### config.mk
export PLATFORM = sky130hd
export DESIGN_NAME = multi_key_debounce_click_long_press_flat
export DESIGN_NICKNAME = d
export VERILOG_FILES = /design/src/rtl/mkdb_pkg.sv /design/src/rtl/mkdb_ifs.sv /design/src/rtl/mkdb_cfg.sv /design/src/rtl/mkdb_lane.sv /design/src/rtl/multi_key_debounce_click_long_press.sv /design/src/flat_wrapper.sv
export VERILOG_INCLUDE_DIRS = /design/src /design/src/rtl
export SDC_FILE = /design/constraint.sdc
export NUM_CORES = 2
export LEC_CHECK = 0
export ABC_CLOCK_PERIOD_IN_PS = 6150
export BUFFER_PORTS_ARGS = -buffer_cell sky130_fd_sc_hd__buf_2
export CORE_AREA = 2 2 312 314
export DETAILED_ROUTE_END_ITERATION = 10
export DIE_AREA = 0 0 314 316
export HOLD_SLACK_MARGIN = 0.1
export PLACE_DENSITY = 0.82
export SKIP_CTS_REPAIR_TIMING = 1
export SLEW_MARGIN = 30
export SYNTH_ARGS = -nofsm -noshare
export SYNTH_HDL_FRONTEND = slang
export SYNTH_SLANG_ARGS = --single-unit
### constraint.sdc
create_clock -name clk -period 6.15 [get_ports clk]
set_input_delay 1.5375 -clock clk [delete_from_list [all_inputs] [get_ports clk]]
set_output_delay 1.5375 -clock clk [all_outputs]
set_load 0.02 [all_outputs]
### src/rtl/multi_key_debounce_click_long_press_defines.svh
// Assertion macros for the key debouncer. The clock is clk and the reset is arst_n
// in every module that uses them.
`ifndef MULTI_KEY_DEBOUNCE_CLICK_LONG_PRESS_DEFINES_SVH
`define MULTI_KEY_DEBOUNCE_CLICK_LONG_PRESS_DEFINES_SVH

`ifndef SYNTH
// Same-cycle implication.
`define MKDB_ASSERT_NOW(lbl, ante, cons, msg) \
	lbl: assert property (@(posedge clk) disable iff (!arst_n) (ante) |-> (cons)) \
		else $error(msg);
// Next-cycle implication.
`define MKDB_ASSERT_NEXT(lbl, ante, cons, msg) \
	lbl: assert property (@(posedge clk) disable iff (!arst_n) (ante) |=> (cons)) \
		else $error(msg);
`else
`define MKDB_ASSERT_NOW(lbl, ante, cons, msg)
`define MKDB_ASSERT_NEXT(lbl, ante, cons, msg)
`endif

`endif

### src/rtl/mkdb_pkg.sv
`timescale 1ns / 1ps

package mkdb_pkg;

	localparam int KEY_BITS     = 8;
	localparam int NUM_KEYS_DEF = 8;
	localparam int ADDR_W       = 4;
	localparam int DATA_W       = 32;

	localparam logic [15:0]         DEBOUNCE_RST  = 16'd20;
	localparam logic [15:0]         LONG_RST      = 16'd1000;
	localparam logic                ACT_LOW_RST   = 1'b1;
	localparam logic [KEY_BITS-1:0] KEY_EN_RST    = 8'hFF;

	typedef enum logic [1:0] {
		REG_DEBOUNCE = 2'd0,
		REG_LONG     = 2'd1,
		REG_ACT_LOW  = 2'd2,
		REG_KEY_EN   = 2'd3
	} reg_idx_t;

	typedef enum logic {
		OP_POLL    = 1'b0,
		OP_CAPTURE = 1'b1
	} opcode_t;

	typedef struct packed {
		logic                opcode;
		logic [31:0]         time_ms;
		logic [KEY_BITS-1:0] pin_levels;
		logic [KEY_BITS-1:0] read_ok;
	} in_word_t;

	typedef struct packed {
		logic [KEY_BITS-1:0] press_down_events;
		logic [KEY_BITS-1:0] press_up_events;
		logic [KEY_BITS-1:0] click_events;
		logic [KEY_BITS-1:0] long_press_events;
	} out_word_t;

	// Settings as the key lanes see them; debounce is already forced to at least one.
	typedef struct packed {
		logic [15:0]         debounce;
		logic [15:0]         long_time;
		logic                pin_inv;
		logic [KEY_BITS-1:0] key_en;
	} cfg_t;

	typedef struct packed {
		logic down;
		logic up;
		logic click;
		logic lng;
	} lane_evt_t;

endpackage

### src/rtl/mkdb_ifs.sv
`timescale 1ns / 1ps

interface mkdb_smp_if;
	logic                valid;
	logic                ready;
	mkdb_pkg::in_word_t  data;
	modport source (output valid, output data, input ready);
	modport sink   (input valid, input data, output ready);
endinterface

interface mkdb_evt_if;
	logic                valid;
	logic                ready;
	mkdb_pkg::out_word_t data;
	modport source (output valid, output data, input ready);
	modport sink   (input valid, input data, output ready);
endinterface

### src/rtl/mkdb_cfg.sv
`timescale 1ns / 1ps

module mkdb_cfg (
	input  logic                          clk,
	input  logic                          arst_n,
	input  logic                          psel,
	input  logic                          penable,
	input  logic                          pwrite,
	input  logic [mkdb_pkg::ADDR_W-1:0]   paddr,
	input  logic [mkdb_pkg::DATA_W-1:0]   pwdata,
	output logic [mkdb_pkg::DATA_W-1:0]   prdata,
	output logic                          pready,
	output mkdb_pkg::cfg_t                cfg
);

	logic [15:0]                   debounce_q;
	logic [15:0]                   long_q;
	logic                          act_low_q;
	logic [mkdb_pkg::KEY_BITS-1:0] key_en_q;
	logic                          wr_en;
	mkdb_pkg::reg_idx_t            idx;

	assign pready = 1'b1;
	assign idx    = mkdb_pkg::reg_idx_t'(paddr[3:2]);
	assign wr_en  = psel && penable && pwrite;

	always_ff @(posedge clk or negedge arst_n) begin
		if (!arst_n) begin
			debounce_q <= mkdb_pkg::DEBOUNCE_RST;
			long_q     <= mkdb_pkg::LONG_RST;
			act_low_q  <= mkdb_pkg::ACT_LOW_RST;
			key_en_q   <= mkdb_pkg::KEY_EN_RST;
		end else if (wr_en) begin
			case (idx)
				mkdb_pkg::REG_DEBOUNCE: debounce_q <= pwdata[15:0];
				mkdb_pkg::REG_LONG:     long_q     <= pwdata[15:0];
				mkdb_pkg::REG_ACT_LOW:  act_low_q  <= pwdata[0];
				mkdb_pkg::REG_KEY_EN:   key_en_q   <= pwdata[mkdb_pkg::KEY_BITS-1:0];
				default: ;
			endcase
		end
	end

	always_comb begin
		prdata = '0;
		case (idx)
			mkdb_pkg::REG_DEBOUNCE: prdata[15:0] = debounce_q;
			mkdb_pkg::REG_LONG:     prdata[15:0] = long_q;
			mkdb_pkg::REG_ACT_LOW:  prdata[0]    = act_low_q;
			mkdb_pkg::REG_KEY_EN:   prdata[mkdb_pkg::KEY_BITS-1:0] = key_en_q;
			default: prdata = '0;
		endcase
	end

	// a zero debounce acts as one millisecond
	assign cfg.debounce  = (debounce_q == 16'd0) ? 16'd1 : debounce_q;
	assign cfg.long_time = long_q;
	assign cfg.pin_inv   = act_low_q;
	assign cfg.key_en    = key_en_q;

endmodule

### src/rtl/mkdb_lane.sv
`timescale 1ns / 1ps

module mkdb_lane (
	input  logic                  clk,
	input  logic                  arst_n,
	input  logic                  advance,
	input  logic                  key_en,
	input  logic                  opcode,
	input  logic [31:0]           now,
	input  logic                  level,
	input  logic                  ok,
	input  logic [15:0]           debounce,
	input  logic [15:0]           long_time,
	input  logic                  pin_inv,
	output mkdb_pkg::lane_evt_t   evt
);

	logic        raw_q, stable_q, long_fired_q;
	logic [31:0] raw_time_q, press_time_q;

	logic        raw_d, stable_d, long_fired_d;
	logic [31:0] raw_time_d, press_time_d;
	logic        pressed, raw_chg, settle, held_long, cap_p;
	logic [31:0] since_raw, since_press;

	assign pressed     = level ^ pin_inv;
	assign cap_p       = pressed & ok;
	assign since_raw   = now - raw_time_q;
	assign since_press = now - press_time_q;
	assign raw_chg     = pressed != raw_q;
	// a fresh raw change restarts the timer, so it cannot settle in the same word
	assign settle      = !raw_chg && (raw_q != stable_q) &&
	                     (since_raw >= {16'd0, debounce});
	assign held_long   = stable_q && !settle && !long_fired_q && (long_time != 16'd0) &&
	                     (since_press >= {16'd0, long_time});

	always_comb begin
		raw_d        = raw_q;
		stable_d     = stable_q;
		long_fired_d = long_fired_q;
		raw_time_d   = raw_time_q;
		press_time_d = press_time_q;
		evt          = '0;
		if (advance && key_en) begin
			if (opcode == mkdb_pkg::OP_CAPTURE) begin
				raw_d        = cap_p;
				stable_d     = cap_p;
				raw_time_d   = now;
				press_time_d = cap_p ? now : 32'd0;
				long_fired_d = 1'b0;
			end else if (ok) begin
				raw_d = pressed;
				if (raw_chg) begin
					raw_time_d = now;
				end
				if (settle) begin
					stable_d = raw_q;
					if (raw_q) begin
						press_time_d = now;
						long_fired_d = 1'b0;
						evt.down     = 1'b1;
					end else begin
						evt.up    = 1'b1;
						evt.click = !long_fired_q;
					end
				end
				if (held_long) begin
					long_fired_d = 1'b1;
					evt.lng      = 1'b1;
				end
			end
		end
	end

	always_ff @(posedge clk or negedge arst_n) begin
		if (!arst_n) begin
			raw_q        <= 1'b0;
			stable_q     <= 1'b0;
			long_fired_q <= 1'b0;
			raw_time_q   <= '0;
			press_time_q <= '0;
		end else begin
			raw_q        <= raw_d;
			stable_q     <= stable_d;
			long_fired_q <= long_fired_d;
			raw_time_q   <= raw_time_d;
			press_time_q <= press_time_d;
		end
	end

endmodule

### src/rtl/multi_key_debounce_click_long_press.sv
`timescale 1ns / 1ps
// Channel  Dir  Handshake       Word
// smp      in   valid / ready   opcode, time_ms, pin_levels, read_ok
// evt      out  valid / ready   press_down, press_up, click, long_press event masks
// apb      cfg  psel / penable  debounce_time, long_press_time, polarity, key_enable_mask
//
// One word per cycle while results are taken; an accepted word passes through the input
// stage and then the result register. All key lanes work on the staged word in parallel
// (two 32-bit subtract-compares per key) and update their state as the result
// register loads. Reset clears all key state, the stage and result valid flags, and
// loads the register defaults. A stalled result holds the input stage, which still
// takes a new word whenever the result is taken in the same cycle.

`include "multi_key_debounce_click_long_press_defines.svh"

module multi_key_debounce_click_long_press #(
	parameter int NUM_KEYS = mkdb_pkg::NUM_KEYS_DEF
) (
	input  logic                        clk,
	input  logic                        arst_n,
	mkdb_smp_if.sink                    smp,
	mkdb_evt_if.source                  evt,
	input  logic                        psel,
	input  logic                        penable,
	input  logic                        pwrite,
	input  logic [mkdb_pkg::ADDR_W-1:0] paddr,
	input  logic [mkdb_pkg::DATA_W-1:0] pwdata,
	output logic [mkdb_pkg::DATA_W-1:0] prdata,
	output logic                        pready
);

	// keys past the sample width have no pins, so no lane is built for them
	localparam int NUM_LANES = (NUM_KEYS < mkdb_pkg::KEY_BITS) ? NUM_KEYS : mkdb_pkg::KEY_BITS;

	mkdb_pkg::cfg_t      cfg;
	mkdb_pkg::in_word_t  word_s1;
	logic                valid_s1;
	mkdb_pkg::out_word_t res_q;
	logic                res_valid_q;
	logic                advance;
	mkdb_pkg::out_word_t res_d;
	mkdb_pkg::lane_evt_t lane_evt [NUM_LANES];

	mkdb_cfg u_cfg (
		.clk     (clk),
		.arst_n  (arst_n),
		.psel    (psel),
		.penable (penable),
		.pwrite  (pwrite),
		.paddr   (paddr),
		.pwdata  (pwdata),
		.prdata  (prdata),
		.pready  (pready),
		.cfg     (cfg)
	);

	// advance the stage whenever the result register is free or being drained
	assign advance   = valid_s1 && (!res_valid_q || evt.ready);
	assign smp.ready = !valid_s1 || advance;

	always_ff @(posedge clk or negedge arst_n) begin
		if (!arst_n) begin
			valid_s1 <= 1'b0;
		end else if (smp.valid && smp.ready) begin
			valid_s1 <= 1'b1;
		end else if (advance) begin
			valid_s1 <= 1'b0;
		end
	end

	// payload needs no reset
	always_ff @(posedge clk) begin
		if (smp.valid && smp.ready) begin
			word_s1 <= smp.data;
		end
	end

	genvar k;
	generate
		for (k = 0; k < NUM_LANES; k++) begin : g_lane
			mkdb_lane u_lane (
				.clk        (clk),
				.arst_n     (arst_n),
				.advance    (advance),
				.key_en     (cfg.key_en[k]),
				.opcode     (word_s1.opcode),
				.now        (word_s1.time_ms),
				.level      (word_s1.pin_levels[k]),
				.ok         (word_s1.read_ok[k]),
				.debounce   (cfg.debounce),
				.long_time  (cfg.long_time),
				.pin_inv    (cfg.pin_inv),
				.evt        (lane_evt[k])
			);
		end
		// gather lane events into the result word; missing keys report nothing
		for (k = 0; k < mkdb_pkg::KEY_BITS; k++) begin : g_bit
			if (k < NUM_LANES) begin : g_on
				assign res_d.press_down_events[k] = lane_evt[k].down;
				assign res_d.press_up_events[k]   = lane_evt[k].up;
				assign res_d.click_events[k]      = lane_evt[k].click;
				assign res_d.long_press_events[k] = lane_evt[k].lng;
			end else begin : g_off
				assign res_d.press_down_events[k] = 1'b0;
				assign res_d.press_up_events[k]   = 1'b0;
				assign res_d.click_events[k]      = 1'b0;
				assign res_d.long_press_events[k] = 1'b0;
			end
		end
	endgenerate

	always_ff @(posedge clk or negedge arst_n) begin
		if (!arst_n) begin
			res_valid_q <= 1'b0;
		end else if (advance) begin
			res_valid_q <= 1'b1;
		end else if (evt.ready) begin
			res_valid_q <= 1'b0;
		end
	end

	always_ff @(posedge clk) begin
		if (advance) begin
			res_q <= res_d;
		end
	end

	assign evt.valid = res_valid_q;
	assign evt.data  = res_q;

	`MKDB_ASSERT_NEXT(a_adv_loads_res, advance, res_valid_q, "stage advanced but no result")
	`MKDB_ASSERT_NEXT(a_stage_kept, valid_s1 && !advance, valid_s1, "stalled word dropped")
	`MKDB_ASSERT_NEXT(a_capture_silent, advance && (word_s1.opcode == mkdb_pkg::OP_CAPTURE), res_q == '0, "capture reported events")
	`MKDB_ASSERT_NOW(a_click_on_up, res_valid_q, (res_q.click_events & ~res_q.press_up_events) == '0, "click without release")
	`MKDB_ASSERT_NOW(a_down_up_apart, res_valid_q, (res_q.press_down_events & res_q.press_up_events) == '0, "press and release together")

endmodule

### src/flat_wrapper.sv
// flat-port wrapper written by rule: the top's interface ports become plain ports
module multi_key_debounce_click_long_press_flat 
#(
	parameter int NUM_KEYS = mkdb_pkg::NUM_KEYS_DEF
)
  (clk, arst_n, psel, penable, pwrite, paddr, pwdata, prdata, pready, smp_valid, smp_data, smp_ready, evt_valid, evt_data, evt_ready);
  mkdb_smp_if smp_i ();
  mkdb_evt_if evt_i ();
  input  logic clk;
  input  logic arst_n;
  input  logic psel;
  input  logic penable;
  input  logic pwrite;
  input  logic [mkdb_pkg::ADDR_W-1:0] paddr;
  input  logic [mkdb_pkg::DATA_W-1:0] pwdata;
  output logic [mkdb_pkg::DATA_W-1:0] prdata;
  output logic pready;
  input wire logic [$bits(smp_i.valid)-1:0] smp_valid;
  input wire logic [$bits(smp_i.data)-1:0] smp_data;
  output wire logic [$bits(smp_i.ready)-1:0] smp_ready;
  output wire logic [$bits(evt_i.valid)-1:0] evt_valid;
  output wire logic [$bits(evt_i.data)-1:0] evt_data;
  input wire logic [$bits(evt_i.ready)-1:0] evt_ready;
  assign smp_i.valid = smp_valid;
  assign smp_i.data = smp_data;
  assign smp_ready = smp_i.ready;
  assign evt_valid = evt_i.valid;
  assign evt_data = evt_i.data;
  assign evt_i.ready = evt_ready;
  multi_key_debounce_click_long_press #(.NUM_KEYS(NUM_KEYS)) u_core (.clk(clk), .arst_n(arst_n), .smp(smp_i), .evt(evt_i), .psel(psel), .penable(penable), .pwrite(pwrite), .paddr(paddr), .pwdata(pwdata), .prdata(prdata), .pready(pready));
endmodule
; ---- Word-level counts from Yosys, hierarchy flattened
; Cells that the tools add are included.
[word_totals]
elab_cells = 558
reg_bits = 660
out_inout_bits = 67
inputBits = 92
[op_classes]
n_mux = 176
eq_ne = 19
n_addsub = 16
n_lt_le_gt_ge = 16
reduce_logical = 209
bitwise_logic = 40
[op_table]
columns = cell, count
row1 = $mux W32, 64
row2 = $ge A32 B16 Y1, 16
row3 = $sub A32 B32 Y32, 16
row4 = $mux W1, 100
row5 = $reduce_bool A2 Y1, 34
row6 = $reduce_and A4 Y1, 16
row7 = $logic_and A1 B1 Y1, 60
row8 = $reduce_and A3 Y1, 16
row9 = $reduce_bool A3 Y1, 16
row10 = $reduce_or A5 Y1, 8
row11 = $reduce_or A4 Y1, 8
row12 = $logic_not A1 Y1, 26
row13 = $not A1 Y1, 24
row14 = $reduce_and A2 Y1, 12
row15 = $reduce_or A3 Y1, 8
row16 = $pmux W7 S3, 1
row17 = $logic_not A16 Y1, 1
row18 = $mux W16, 1
row19 = $mux W2, 8
row20 = $ne A1 B1 Y1, 16
row21 = $pmux W8 S2, 1
row22 = $reduce_bool A16 Y1, 1
row23 = $and A1 B1 Y1, 8
row24 = $xor A1 B1 Y1, 8
row25 = 5 further kinds, 7

; ---- Logic depth before layout (Yosys ltp)
[depth]
word_depth = 13
depth_mapped = 25
depth_no_buf = 25

; ---- Modules after synthesis
; From an unflattened synthesis, not the netlist that was laid out.
[hier_totals]
cells_unflattened = 7951
hier_area_um2 = 64961.1
[modules_own_cells]
columns = mod, seq_area_each_um2, cells_each, n_inst, area_each_um2
row1 = mkdb_lane (u_core.g_lane[0].u_lane ...), 1676.6, 955, 4, 7653.6
row2 = mkdb_lane (u_core.g_lane[6].u_lane ...), 1676.6, 948, 2, 7403.4
row3 = mkdb_lane (u_core.g_lane[2].u_lane), 1676.6, 1008, 1, 7447.1
row4 = mkdb_lane (u_core.g_lane[1].u_lane), 1676.6, 961, 1, 7363.3
row5 = multi_key_debounce_click_long_press, 2482.4, 89, 1, 2536.2
row6 = mkdb_cfg, 1047.3, 177, 1, 2193.4

; ---- Least setup slack after synthesis
; OpenSTA, ideal clock, no wires.
[synth_timing]
kind = flip-flop to flip-flop
start = reg u_core.word_s1[17] in the netlist's numbering
end = reg u_core.g_lane[1].u_lane.press_time_q[10]
required_time_ps = 6026
arrival_ps = 5476
stages_incl_launch_ff = 24
path_slack_ps = 550
setup_time_ps = 124
period_less_slack_ps = 5600
cell_sequence = edfxtp_1 -> inv_1 -> fa_1 -> nor2b_1 -> o21ai_0 -> a21boi_0 -> nor2_1 -> o21ai_0 -> a31oi_1 -> o21ai_0 -> xor2_1 -> ha_1 -> a21oi_1 -> nor2b_1 -> o21ai_0 -> o21ai_0 -> nor4_1 -> o31a_1 -> o211ai_1 -> or4_1 -> o31ai_1 -> a21oi_2 -> buf_6 -> mux2i_1
[synth_via]
elab_chain_len = 5
[synth_lines]
columns = element, line_no
row1 = from (decl), multi_key_debounce_click_long_press.sv:36  ; mkdb_pkg::in_word_t word_s1;
row2 = from (signal assigned), multi_key_debounce_click_long_press.sv:74  ; word_s1 <= smp.data;
row3 = $sub A32 B32 Y32, mkdb_lane.sv:28  ; assign since_raw = now - raw_time_q;
row4 = $ge A32 B16 Y1, mkdb_lane.sv:33  ; (since_raw >= {16'd0, debounce});
row5 = $logic_and A1 B1 Y1, mkdb_lane.sv:32  ; assign settle = !raw_chg && (raw_q != stable_q) &&
row6 = $reduce_bool A2 Y1 (no source line), -
row7 = $reduce_and A4 Y1 (no source line), -
row8 = to (signal assigned), mkdb_lane.sv:87  ; press_time_q <= press_time_d;
row9 = to (decl), mkdb_lane.sv:19  ; logic [31:0] raw_time_q, press_time_q;
; Every way passes these cells.
; A chain may end at the register's enable or synchronous reset.

; ---- Worst setup path in the final report
[layout_timing]
start = reg u_core.word_s1[16] in the netlist's numbering
end = reg u_core.res_q, in the netlist u_core.evt.data[24], data pin
[layout_via]
elab_chain_len = 5
[layout_lines]
columns = element, line_no
row1 = $sub A32 B32 Y32, mkdb_lane.sv:28
row2 = $ge A32 B16 Y1, mkdb_lane.sv:33
row3 = $logic_and A1 B1 Y1, mkdb_lane.sv:32
row4 = $not A1 Y1 (no source line), -
row5 = $reduce_or A4 Y1 (no source line), -
row6 = to (signal assigned), multi_key_debounce_click_long_press.sv:124  ; res_q <= res_d;
row7 = to (decl), multi_key_debounce_click_long_press.sv:38  ; mkdb_pkg::out_word_t res_q;
; Every way passes these cells.

==> flow_summary.json <==
{
  "drive_above_1_share": 0.0825,
  "route.detailed.drc": 0,
  "sw_frac_of_total": 0.475,
  "number_of_buffer_cells_added_on_primary_ports": 123,
  "rsz_0062_raised_after_global_routing": "yes",
  "layoutNonFillerInstCount": 8982,
  "synthTopCellsByCount": "788 x nand2_1, 752 x ha_1, 700 x inv_1",
  "cts_tree": "yes",
  "place_hpwl_mm": 160,
  "criticalPathCategory": "reg2reg",
  "crit_fanout": 9,
  "synth_top_area_share": 0.227,
  "syn_to_final_growth_pct": 8.84,
  "power_per_cell_area_nw_per_um2": 522,
  "grt_first_pass_wirelength_mm": 325,
  "design_power_total_mw": 35.2,
  "ys_ff_latch": 660,
  "synth_cell_types": 115,
  "floorplan.rows": 114,
  "grt_usage": 0.425,
  "htree_levels": 3,
  "critPathCaptureType": "register",
  "yosys-top-cells-area": "dfrtp_1 23%, ha_1 15%, o21ai_0 5.3%",
  "worst_pin_slew_ns": 1.07,
  "place.detailed.instances": 8811,
  "core_area_sq_um": 96000,
  "slew_viol_final": 0,
  "die_w_microns": 314,
  "synthDominantAreaCellType": "dfrtp_1",
  "cell_area_after_synthesis_sq_um": 61900,
  "peakVddDrop_uv": 350,
  "timing.max_slew.rel_slack": 0.288,
  "pin_count_of_the_biggest_net_entering_global_routing": 116,
  "cp-start-kind": "register",
  "vias": 59500,
  "clock_tree.root_cell": "clkbuf_16",
  "detail-route-antenna-nets": 0,
  "finalHoldViolations": 0,
  "detail_route.first_pass.iterations": 6,
  "drt_first_iter_violations": 6782,
  "synth_area_per_cell_sq_um": 8.19,
  "sequential_to_total_area_share_from_yosys_stat": 0.274,
  "grt-ovfl-total": 0,
  "netlist_instances": 7554,
  "clock_skew_ns": 0.0424,
  "insertion_delay_ns": 0.69,
  "time_the_worst_path_needs_with_i_o_delays_and_setup_ns": 5.88,
  "cts_num_sinks": 660,
  "class_of_the_most_critical_hold_timing_path": "reg2reg",
  "p_int_mw": 18.5,
  "grt_pass1_vias": 55700,
  "max-clock-path-buffers": 3,
  "required_ns": 6.51,
  "clk_pin_slew_ns": 0.06,
  "yosysWarningCount": 0,
  "viasPerCell": 6.63,
  "max_cap_violations": 0,
  "setup_violations": 0,
  "share_seq_of_total_power": 0.196,
  "dieHeight_microns": 316,
  "min_period_over_period": 0.955,
  "most_frequently_used_flop_master_after_synthesis": "dfrtp_1",
  "comb_power_share": 0.656,
  "fmax_mhz": 170,
  "netSwitchingPower_mw": 16.7,
  "num_io_pins": 159,
  "status": "finished clean",
  "post_drt_wl_per_cell_microns": 24.1,
  "nFillCells": 7864,
  "p_leak_nw": 31.1,
  "synth_edf_count": 81,
  "critical_path_arrival_ns": 6.23,
  "nets": 8487,
  "number_of_buffers_added_by_the_clock_tree_synthesis_step": 81,
  "async_flop_share": 0.877,
  "grt_antenna_before_repair": 22,
  "floorplan.die_area_sq_um": 99200,
  "clock_power_share": 0.148,
  "initial_core_util": 0.645,
  "postRouteWirelength_mm": 216,
  "routabilityCongestion": 1.04,
  "synth_most_common_cell": "nand2_1",
  "hold-worst-slack_ns": 0.482
}
[through the flow]
step	setup TNS [ns]	utilization	cell area (sq um)	worst slack, ns
finish	0	0.702	67400	0.274
global route	-0.0597	0.701	67300	-0.0597
CTS	0	0.700	67200	0.116
detailed placement	0	0.670	64300	0.148
global placement	0	0.670	64300	0.233
floorplan	0	-	61900	0.550
[power groups by stage]
stage / clock [mW] / combinational, mW / sequential (mW)
floorplan: 0 / 17.2 / 6.68
global placement: 0 / 21.7 / 6.86
detailed placement: 0 / 22.3 / 6.92
CTS: 5.21 / 22.5 / 6.87
global route: 5.37 / 25.6 / 7.05
finish: 5.19 / 23.1 / 6.90
[layout by cell type, fill, tap and decap left out, drive strengths merged, types with 68 or more instances in the layout]
cell type | synthesis | routed
nand2 | 789 | 789
ha | 752 | 752
inv | 700 | 703
o21ai | 666 | 666
a21oi | 581 | 582
dfrtp | 562 | 562
nor2 | 417 | 417
buf | 99 | 310
a21o | 284 | 284
xnor2 | 215 | 215
mux2i | 136 | 136
a22o | 132 | 132
xor2 | 128 | 128
nand3 | 128 | 128
nand4 | 127 | 127
nor3 | 122 | 122
o21a | 112 | 112
nor2b | 100 | 100
clkbuf | 237 | 99
edfxtp | 81 | 81
o21bai | 73 | 73
and3 | 72 | 72
o211ai | 71 | 71
a31oi | 68 | 68
[cell families after synthesis]
group                      Yosys count  synth area share
buffers and inverters             1039            0.0676
xor gates and xnor gates           343            0.0485
AOI/OAI and AO/OA                 2505             0.265
and+or+nand+nor                   2064             0.159
adders and majority gates          768             0.157
DFF                                660             0.274
muxes                              173            0.0289
other                                2          0.000121
[per-layer routing]
layer | vias to the layer above | GRT usage | routed length, microns
met3 | 598 | 0.0953 | 23800
met5 | - | 0 | 59
li1 | 27600 | - | -
met1 | 28400 | 0.561 | 87000
met2 | 2953 | 0.642 | 91500
met4 | 10 | 0.246 | 14000
[flip-flops by register name (all words and copies together), names as in the netlist]
| signal | flops |
|---|---|
| u_core.valid_s1 | 1 |
| u_core.g_lane.u_lane.press_time_q | 256 |
| u_core.u_cfg.act_low_q | 1 |
| u_core.u_cfg.debounce_q | 16 |
| u_core.evt.valid | 1 |
| u_core.evt.data | 32 |
| u_core.g_lane.u_lane.long_fired_q | 8 |
| u_core.g_lane.u_lane.stable_q | 8 |
| u_core.g_lane.u_lane.raw_time_q | 256 |
| u_core.u_cfg.long_q | 16 |
| u_core.u_cfg.key_en_q | 8 |
| u_core.g_lane.u_lane.raw_q | 8 |
| u_core.word_s1 | 49 |
[final timing paths]
| kind | start | to | slack [ns] | depth (start not counted) |
|---|---|---|---|---|
| worst max-delay path | u_core.word_s1[16]$_DFFE_PP_ | u_core.evt.data[24]$_SDFFCE_PP0P_ | 0.27 | 23 |
| worst min-delay path | u_core.g_lane[1].u_lane.raw_time_q[30]$_DFFE_PN0P_ | u_core.g_lane[1].u_lane.raw_time_q[30]$_DFFE_PN0P_ | 0.48 | 2 |
| worst max register to register | u_core.word_s1[16]$_DFFE_PP_ | u_core.evt.data[24]$_SDFFCE_PP0P_ | 0.27 | 23 |
| worst min register to register | u_core.g_lane[1].u_lane.raw_time_q[30]$_DFFE_PN0P_ | u_core.g_lane[1].u_lane.raw_time_q[30]$_DFFE_PN0P_ | 0.48 | 2 |
| max in group asynchronous | arst_n | u_core.g_lane[4].u_lane.press_time_q[29]$_DFFE_PN0P_ | 3.87 | 2 |
| min in group asynchronous | arst_n | u_core.g_lane[2].u_lane.raw_time_q[16]$_DFFE_PN0P_ | 0.92 | 1 |
[critical path, stage by stage (launching register included)]
cell       delay (ns)
edfxtp_1         0.38
inv_1            0.11
buf_4            0.19
buf_4            0.25
ha_1             0.23
fa_1             0.22
nor2b_1          0.05
o21ai_0          0.25
a21oi_1          0.15
o21ai_0          0.47
nand2_1          0.26
nand3_1          0.15
nand2_1          0.07
xor2_1           0.17
ha_1             0.30
nand4_1          0.20
a211oi_1         0.46
nor4_1           0.09
o2111ai_1        0.14
nand4b_1         0.21
nor4_2           0.07
buf_4            0.20
or2_2            0.31
nor3_1           0.62
[layout make-up]
class	count	area, sq um	share of cell area
Antenna cell	12	30.0	0.000446
Multi-Input combinational cell	5871	41000	0.609
Sequential cell	660	16900	0.252
Clock buffer	99	2160	0.0320
Tap cell	1276	1600	0.0237
Timing Repair Buffer	310	2340	0.0348
Inverter	703	2640	0.0392
Clock inverter	51	661	0.00981
Power figures use the tool's default switching activity.
